### src/design/ifd_pkg.sv
// shared constants, codes and tag lookup for the field deframer
// no dependencies; used by identify_field_deframer_core and ifd_checker
`default_nettype none

package ifd_pkg;

    // parameter defaults
    localparam int unsigned LEN_BITS_DEF      = 16;
    localparam int unsigned MAX_VARINT_DEF    = 10;

    // fixed widths
    localparam int unsigned BYTE_W            = 8;
    localparam int unsigned CODE_W            = 3;
    localparam int unsigned ERR_W             = 3;
    localparam int unsigned CNT_W             = 4;
    localparam int unsigned PHASE_W           = 2;
    localparam int unsigned SHAMT_W           = 7;
    // seven payload bits shifted by at most 63
    localparam int unsigned VARINT_SPAN       = 71;
    // position from which a payload above one exceeds 64 bits
    localparam logic [CNT_W-1:0] LAST_GROUP_POS = 4'd9;

    // parse phases
    localparam logic [PHASE_W-1:0] PH_TAG  = 2'd0;
    localparam logic [PHASE_W-1:0] PH_LEN  = 2'd1;
    localparam logic [PHASE_W-1:0] PH_DATA = 2'd2;

    // error codes
    localparam logic [ERR_W-1:0] ERR_NONE   = 3'd0;
    localparam logic [ERR_W-1:0] ERR_LONG   = 3'd1;
    localparam logic [ERR_W-1:0] ERR_NONMIN = 3'd2;
    localparam logic [ERR_W-1:0] ERR_LENOVF = 3'd3;
    localparam logic [ERR_W-1:0] ERR_TRUNC  = 3'd4;

    // field codes
    localparam logic [CODE_W-1:0] FC_NONE      = 3'd0;
    localparam logic [CODE_W-1:0] FC_KEY       = 3'd1;
    localparam logic [CODE_W-1:0] FC_LISTEN    = 3'd2;
    localparam logic [CODE_W-1:0] FC_PROTOCOL  = 3'd3;
    localparam logic [CODE_W-1:0] FC_OBSERVED  = 3'd4;
    localparam logic [CODE_W-1:0] FC_PROTO_VER = 3'd5;
    localparam logic [CODE_W-1:0] FC_AGENT_VER = 3'd6;

    // single-byte tags of the known fields
    localparam logic [BYTE_W-1:0] TAG_KEY       = 8'h0A;
    localparam logic [BYTE_W-1:0] TAG_LISTEN    = 8'h12;
    localparam logic [BYTE_W-1:0] TAG_PROTOCOL  = 8'h1A;
    localparam logic [BYTE_W-1:0] TAG_OBSERVED  = 8'h22;
    localparam logic [BYTE_W-1:0] TAG_PROTO_VER = 8'h2A;
    localparam logic [BYTE_W-1:0] TAG_AGENT_VER = 8'h32;

    function automatic logic [CODE_W-1:0] tag_code(input logic [BYTE_W-1:0] tag);
        logic [CODE_W-1:0] code;
        begin
            case (tag)
                TAG_KEY:       code = FC_KEY;
                TAG_LISTEN:    code = FC_LISTEN;
                TAG_PROTOCOL:  code = FC_PROTOCOL;
                TAG_OBSERVED:  code = FC_OBSERVED;
                TAG_PROTO_VER: code = FC_PROTO_VER;
                TAG_AGENT_VER: code = FC_AGENT_VER;
                default:       code = FC_NONE;
            endcase
            return code;
        end
    endfunction

endpackage

`default_nettype wire

### src/design/identify_field_deframer_core.sv
// each byte passes the input reg and then the result reg before its result is offered
// throughput: one message byte per cycle while out_stall is low; the per-byte varint / byte-counter
//   update is a loop on the parse state, so bytes stream back to back
// reset: rst_n is asynchronous, active low; it empties both registers and returns the parser
//   to waiting for a tag with no error held; parse state also returns there after each last byte
// top level of the tag/length/value field deframer; depends on ifd_pkg
`default_nettype none

module identify_field_deframer_core #(
    parameter int unsigned LEN_BITS         = ifd_pkg::LEN_BITS_DEF,
    parameter int unsigned MAX_VARINT_BYTES = ifd_pkg::MAX_VARINT_DEF
) (
    input  wire logic                         clk,
    input  wire logic                         rst_n,
    // input channel
    input  wire logic                         in_valid,
    output logic                              in_stall,
    input  wire logic [ifd_pkg::BYTE_W-1:0]   data_byte,
    input  wire logic                         last_byte,
    // result channel
    output logic                              out_valid,
    input  wire logic                         out_stall,
    output logic                              data_valid,
    output logic [ifd_pkg::CODE_W-1:0]        field_code,
    output logic [ifd_pkg::BYTE_W-1:0]        data_out,
    output logic                              field_last,
    output logic                              field_empty,
    output logic                              message_done,
    output logic [ifd_pkg::ERR_W-1:0]         error_code
);

    localparam int unsigned VW = ifd_pkg::VARINT_SPAN;
    localparam logic [ifd_pkg::CNT_W:0] MAX_POS = (ifd_pkg::CNT_W + 1)'(MAX_VARINT_BYTES);

    // ------------------------------------------------------------------
    // input register
    // ------------------------------------------------------------------
    logic                          in_full_reg;
    logic [ifd_pkg::BYTE_W-1:0]    in_byte_reg;
    logic                          in_last_reg;

    // ------------------------------------------------------------------
    // parse state
    // ------------------------------------------------------------------
    logic [ifd_pkg::PHASE_W-1:0]   phase_reg,  phase_next;
    logic [LEN_BITS-1:0]           acc_reg,    acc_next;     // low bits of the varint value
    logic                          ovf_reg,    ovf_next;     // varint bits at or above LEN_BITS
    logic [ifd_pkg::CNT_W-1:0]     count_reg,  count_next;   // varint byte position
    logic [ifd_pkg::CODE_W-1:0]    field_reg,  field_next;
    logic [LEN_BITS-1:0]           left_reg,   left_next;    // data bytes still owed
    logic [ifd_pkg::ERR_W-1:0]     err_reg,    err_next;     // sticky error

    // ------------------------------------------------------------------
    // result register
    // ------------------------------------------------------------------
    logic                          out_valid_reg;
    logic                          dv_reg,  dv_next;
    logic [ifd_pkg::CODE_W-1:0]    fc_reg,  fc_next;
    logic [ifd_pkg::BYTE_W-1:0]    dout_reg, dout_next;
    logic                          fl_reg,  fl_next;
    logic                          fe_reg,  fe_next;
    logic                          done_reg;

    // the held byte moves on when the result register is free or being drained
    logic advance;
    assign advance  = in_full_reg && (!out_valid_reg || !out_stall);
    assign in_stall = in_full_reg && !advance;

    // ------------------------------------------------------------------
    // per-byte parse step
    // ------------------------------------------------------------------
    logic [6:0]                    part;
    logic                          more;
    logic [ifd_pkg::SHAMT_W-1:0]   shamt;
    logic [VW-1:0]                 shifted;
    logic [LEN_BITS-1:0]           acc_new;
    logic                          ovf_new;
    logic [ifd_pkg::PHASE_W-1:0]   ph_work;

    assign part    = in_byte_reg[6:0];
    assign more    = in_byte_reg[7];
    // seven bits per varint group
    assign shamt   = ifd_pkg::SHAMT_W'(count_reg) * ifd_pkg::SHAMT_W'(7);
    assign shifted = VW'(part) << shamt;
    assign acc_new = acc_reg | shifted[LEN_BITS-1:0];
    assign ovf_new = ovf_reg | (|shifted[VW-1:LEN_BITS]);

    always_comb
    begin
        phase_next = phase_reg;
        acc_next   = acc_reg;
        ovf_next   = ovf_reg;
        count_next = count_reg;
        field_next = field_reg;
        left_next  = left_reg;
        err_next   = err_reg;
        dv_next    = 1'b0;
        fc_next    = ifd_pkg::FC_NONE;
        dout_next  = '0;
        fl_next    = 1'b0;
        fe_next    = 1'b0;
        ph_work    = (phase_reg == ifd_pkg::PH_LEN) ? ifd_pkg::PH_LEN : ifd_pkg::PH_TAG;

        // after an error everything is discarded until the message end
        if (err_reg == ifd_pkg::ERR_NONE)
        begin
            if (phase_reg == ifd_pkg::PH_DATA && left_reg != '0)
            begin
                // payload byte; unknown fields are skipped silently
                if (field_reg != ifd_pkg::FC_NONE)
                begin
                    dv_next   = 1'b1;
                    fc_next   = field_reg;
                    dout_next = in_byte_reg;
                    fl_next   = (left_reg == LEN_BITS'(1));
                end
                left_next = left_reg - LEN_BITS'(1);
                if (left_reg == LEN_BITS'(1))
                begin
                    phase_next = ifd_pkg::PH_TAG;
                end
            end
            else
            begin
                phase_next = ph_work;
                if (count_reg >= ifd_pkg::LAST_GROUP_POS && part > 7'd1)
                begin
                    // would need more than 64 bits
                    err_next = ifd_pkg::ERR_LONG;
                end
                else if (more && ((ifd_pkg::CNT_W + 1)'(count_reg)
                                  + (ifd_pkg::CNT_W + 1)'(1)) >= MAX_POS)
                begin
                    err_next = ifd_pkg::ERR_LONG;
                end
                else if (!more && count_reg != '0 && in_byte_reg == '0)
                begin
                    // trailing zero group
                    err_next = ifd_pkg::ERR_NONMIN;
                end
                else if (more)
                begin
                    acc_next   = acc_new;
                    ovf_next   = ovf_new;
                    count_next = count_reg + ifd_pkg::CNT_W'(1);
                end
                else
                begin
                    acc_next   = '0;
                    ovf_next   = 1'b0;
                    count_next = '0;
                    if (ph_work == ifd_pkg::PH_TAG)
                    begin
                        // known tags are all single-byte; a longer tag is above 127
                        field_next = (count_reg == '0) ? ifd_pkg::tag_code(in_byte_reg)
                                                       : ifd_pkg::FC_NONE;
                        phase_next = ifd_pkg::PH_LEN;
                    end
                    else if (ovf_new)
                    begin
                        err_next = ifd_pkg::ERR_LENOVF;
                    end
                    else if (acc_new == '0)
                    begin
                        // empty known field gets a marker
                        if (field_reg != ifd_pkg::FC_NONE)
                        begin
                            fc_next = field_reg;
                            fl_next = 1'b1;
                            fe_next = 1'b1;
                        end
                        phase_next = ifd_pkg::PH_TAG;
                    end
                    else
                    begin
                        left_next  = acc_new;
                        phase_next = ifd_pkg::PH_DATA;
                    end
                end
            end

            // message ended mid-record
            if (in_last_reg && err_next == ifd_pkg::ERR_NONE &&
                !(phase_next == ifd_pkg::PH_TAG && count_next == '0))
            begin
                err_next = ifd_pkg::ERR_TRUNC;
            end
        end
    end

    // ------------------------------------------------------------------
    // registers
    // ------------------------------------------------------------------
    always_ff @(posedge clk or negedge rst_n)
    begin
        if (!rst_n)
        begin
            in_full_reg   <= 1'b0;
            out_valid_reg <= 1'b0;
            phase_reg     <= ifd_pkg::PH_TAG;
            acc_reg       <= '0;
            ovf_reg       <= 1'b0;
            count_reg     <= '0;
            field_reg     <= ifd_pkg::FC_NONE;
            left_reg      <= '0;
            err_reg       <= ifd_pkg::ERR_NONE;
        end
        else
        begin
            // input register fills on an input transfer, empties when it advances
            if (in_valid && !in_stall)
            begin
                in_full_reg <= 1'b1;
            end
            else if (advance)
            begin
                in_full_reg <= 1'b0;
            end

            if (advance)
            begin
                out_valid_reg <= 1'b1;
            end
            else if (!out_stall)
            begin
                out_valid_reg <= 1'b0;
            end

            if (advance)
            begin
                if (in_last_reg)
                begin
                    // next message starts clean
                    phase_reg <= ifd_pkg::PH_TAG;
                    acc_reg   <= '0;
                    ovf_reg   <= 1'b0;
                    count_reg <= '0;
                    field_reg <= ifd_pkg::FC_NONE;
                    left_reg  <= '0;
                    err_reg   <= ifd_pkg::ERR_NONE;
                end
                else
                begin
                    phase_reg <= phase_next;
                    acc_reg   <= acc_next;
                    ovf_reg   <= ovf_next;
                    count_reg <= count_next;
                    field_reg <= field_next;
                    left_reg  <= left_next;
                    err_reg   <= err_next;
                end
            end
        end
    end

    // payload registers
    always_ff @(posedge clk)
    begin
        if (in_valid && !in_stall)
        begin
            in_byte_reg <= data_byte;
            in_last_reg <= last_byte;
        end
        if (advance)
        begin
            dv_reg   <= dv_next;
            fc_reg   <= fc_next;
            dout_reg <= dout_next;
            fl_reg   <= fl_next;
            fe_reg   <= fe_next;
            done_reg <= in_last_reg;
        end
    end

    // error_code is the sticky error after this byte
    logic [ifd_pkg::ERR_W-1:0] ecode_reg;
    always_ff @(posedge clk)
    begin
        if (advance)
        begin
            ecode_reg <= err_next;
        end
    end

    assign out_valid    = out_valid_reg;
    assign data_valid   = dv_reg;
    assign field_code   = fc_reg;
    assign data_out     = dout_reg;
    assign field_last   = fl_reg;
    assign field_empty  = fe_reg;
    assign message_done = done_reg;
    assign error_code   = ecode_reg;

endmodule

`default_nettype wire

### config.mk
export PLATFORM = sky130hd
export DESIGN_NAME = identify_field_deframer_core
export DESIGN_NICKNAME = d
export VERILOG_FILES = /design/src/design/ifd_pkg.sv /design/src/design/identify_field_deframer_core.sv
export SDC_FILE = /design/constraint.sdc
export NUM_CORES = 1
export LEC_CHECK = 0
export BUFFER_PORTS_ARGS = -buffer_cell sky130_fd_sc_hd__buf_4
export CAP_MARGIN = 0
export CORE_ASPECT_RATIO = 0.7
export CORE_MARGIN = 5
export CORE_UTILIZATION = 55
export CTS_CLUSTER_SIZE = 24
export DETAILED_ROUTE_END_ITERATION = 8
export PLACE_DENSITY = 0.74
export SLEW_MARGIN = 20
export SYNTH_ARGS = -nofsm -noshare
export SYNTH_HDL_FRONTEND = slang
export SYNTH_SLANG_ARGS = --single-unit
### constraint.sdc
create_clock -name clk -period 7.92 [get_ports clk]
set_input_delay 0 -clock clk [delete_from_list [all_inputs] [get_ports clk]]
set_output_delay 0 -clock clk [all_outputs]
set_load 0.01 [all_outputs]
==> metrics.yaml <==
global_route:
  antenna_found_initial: 0
  grt_max_degree: 48
  overflow: 0
  grt_use_total_pct: 24.3
  grt_pass1_vias: 3403
  grt_pass1_wl_um: 17600
placement:
  dp_worst_setup_slack_ns: 4.67
  gp_congestion: 0.956
  place_hpwl_um: 7300
  io_buffers: 32
clock_tree:
  cts_tree: "built"
  cts_max_path_buffers: 2
  numCtsBuffers: 9
  insertion_delay_ns: 0.35
  clockRootBuffer: "clkbuf_8"
  htree_levels: 3
  path_clk_slew_ns: 0.08
  cts_sinks: 74
routing:
  drcViolationCount: 0
  initialDrtViolationCount: 410
  route.vias.total: 3567
  routed_wl_um: 10700
  wl_per_cell_um: 19.3
  dr.pass1.iters: 5
  viasPerCell: 6.44
  antenna_left: 0
sta:
  finalHoldViolCount: 0
  skew_ns: 0.00915
  fin_setup_tns_ns: 0
  slew_headroom_pct: 27.9
  timing.final.crit_period_ns: 3.33
  fmax_ghz: 0.301
  min_period_over_period_pct: 42.0
  worstMarginPinSlew_ns: 1.08
  setup_viol: 0
  postLayoutSetupSlackWorst_ns: 4.59
  rsz0062_at_grt: "false"
  finalMaxSlewViolations: 0
  holdWs_ns: 0.189
outcome:
  status: "complete, no violations"
setup_path:
  cp_cell_sequence: "inv_1, ha_1, o41ai_1, a31oi_1, nand2_1, a31oi_1, nor2_1, and2_1, nor2_1"
  start_kind: "flip-flop"
  cpMaxStageDelayCell: "dfrtp_1"
  critPathLaunch: "count_reg[0]$_DFFE_PN0P_"
  end_kind: "flip-flop"
  crit_path_max_fanout: 14
  r2r_start: "count_reg[0]$_DFFE_PN0P_"
  slowest_delay_ns: 0.64
  critPathKind: "flip-flop to flip-flop"
  crit_arrival_ns: 3.55
  critPathRequiredTime_ns: 8.14
floorplan:
  start_util_pct: 56.5
  io_pins: 33
  die_h_um: 82.6
  die_x_um: 114
  die-area_um2: 9390
  core_area_um2: 7320
  rows: 26
finish:
  n_antenna_cell: 0
  areaGrowthSynthToFinish_pct: 13.6
  layout.nets: 471
  drive_above_1_share_pct: 16.2
logic_synthesis:
  synth-main-ff-cell: "dfrtp_1"
  synth_nets: 435
  syn_inst: 415
  syn_area_per_cell_um2: 9.97
  synth_edf_count: 27
  synth_cell_types: 69
  syn-cell-area_um2: 4140
  synth_seq_cells: 74
  seq_area_frac_synth_pct: 48.0
  yosysWarnings: 0
  synth-async-reset-ratio_pct: 63.5
job:
  maxCapViolations: 0
power:
  power_density_nw_per_um2: 319
  leakagePower_nw: 2.04
  ir_worst_vdd_v: 0.000158
min_path:
  hp-class: "primary input to asynchronous set/reset pin"
layout make-up:
class / instances / area (µm²)
tap: 98 / 123
inverter: 15 / 56.3
clock buffer: 12 / 166
multi-input combinational: 304 / 1960
fill: 614 / 2620
timing repair buffer: 47 / 385
clock inverter: 4 / 25.0
sequential: 74 / 1990
cells in the final DEF (no fill, tap or decap), drive strengths merged, types with 12 or more instances in the layout:
cell	synthesis	routed
a21oi	32	32
clkbuf	7	12
a31oi	13	13
dlygate4sd3	0	13
dfrtp	47	47
o21ai	16	16
and2	15	15
buf	15	34
nand2	36	36
inv	15	15
edfxtp	27	27
nor2	46	46
synth_stat cells (4+ instances only):
cell | number | area (µm²)
a22o_1 | 4 | 35.0
buf_2 | 4 | 20.0
nand3_1 | 10 | 50.1
clkbuf_1 | 7 | 26.3
nor3_1 | 9 | 45.0
nand2b_1 | 9 | 56.3
inv_1 | 14 | 52.6
a211oi_1 | 8 | 60.1
a21o_1 | 9 | 67.6
nand4_1 | 7 | 43.8
buf_6 | 4 | 45.0
a31oi_1 | 13 | 81.3
o21ai_0 | 14 | 70.1
nand2_1 | 36 | 135
edfxtp_1 | 27 | 811
and3_1 | 7 | 43.8
a21oi_1 | 30 | 150
a221o_1 | 8 | 80.1
dfrtp_1 | 47 | 1180
o22ai_1 | 5 | 31.3
ha_1 | 7 | 87.6
and2_1 | 15 | 93.8
nor2_1 | 45 | 169
a32o_1 | 5 | 50.1
buf_4 | 7 | 52.6
nor4_1 | 7 | 43.8
o31ai_1 | 5 | 37.5
cells by family after synthesis:
logic type	Yosys count	share of synthesized area, %
AND/OR/NAND/NOR	175	24.0
AO/OA/AOI/OAI	121	20.8
flip-flops	74	48.0
buffers and inverters	37	4.84
adder cells (fa/ha/maj)	7	2.12
XOR/XNOR	1	0.212
report_power, final:
part | total (mW) | internal [mW] | switching [mW] | leakage [nW]
logic | 0.650 | 0.252 | 0.398 | 1.05
registers | 0.564 | 0.471 | 0.0938 | 0.901
clock network | 0.284 | 0.140 | 0.143 | 0.0935
stage by stage:
stage               cell area (µm²)  util [%]  total power [mW]  cells
finish                         4700      64.2              1.50    554
global route                   4700      64.2              1.59    554
CTS                            4700      64.2              1.48    554
detailed placement             4380      59.8              1.19    525
global placement               4380      59.8              1.18    525
floorplan                      4140         -              1.03    415
critical path: cells and delay by family (launching register included):
kind	cells	cell delay [ns]
adders and majority gates	1	0.37
and+or+nand+nor	4	1.33
DFF	1	0.64
AOI/OAI and AO/OA	3	0.69
buffers and inverters	1	0.16
metal layers:
| layer | track usage (%) | share of wire [%] |
|---|---|---|
| met1 | 34.3 | 46 |
| met2 | 35.6 | 43 |
| met3 | 8.01 | 10 |
| met4 | 7.44 | 1.5 |
| met5 | 0 | 0 |
repair_timing:
item,CTS,global route
resized for setup,0,0
hold buffers,13,0
buffers inserted,0,0
endpoints found under the hold margin,58,0
endpoints found under the setup margin,0,0
path summary, 6_finish.rpt:
check	slack, ns	endpoint	cells past startpoint
worst max register to register	4.59	acc_reg[8]$_DFFE_PN0P_	9
worst min register to register	0.50	acc_reg[0]$_DFFE_PN0P_	2
min in group clk	0.36	in_byte_reg[5]$_DFFE_PP_	2
worst max-delay path	4.59	acc_reg[8]$_DFFE_PN0P_	9
max in group asynchronous	7.30	count_reg[2]$_DFFE_PN0P_	2
worst min-delay path	0.19	err_reg[2]$_DFFE_PN0P_	2
No activity file was read; power rests on OpenSTA's default activity.
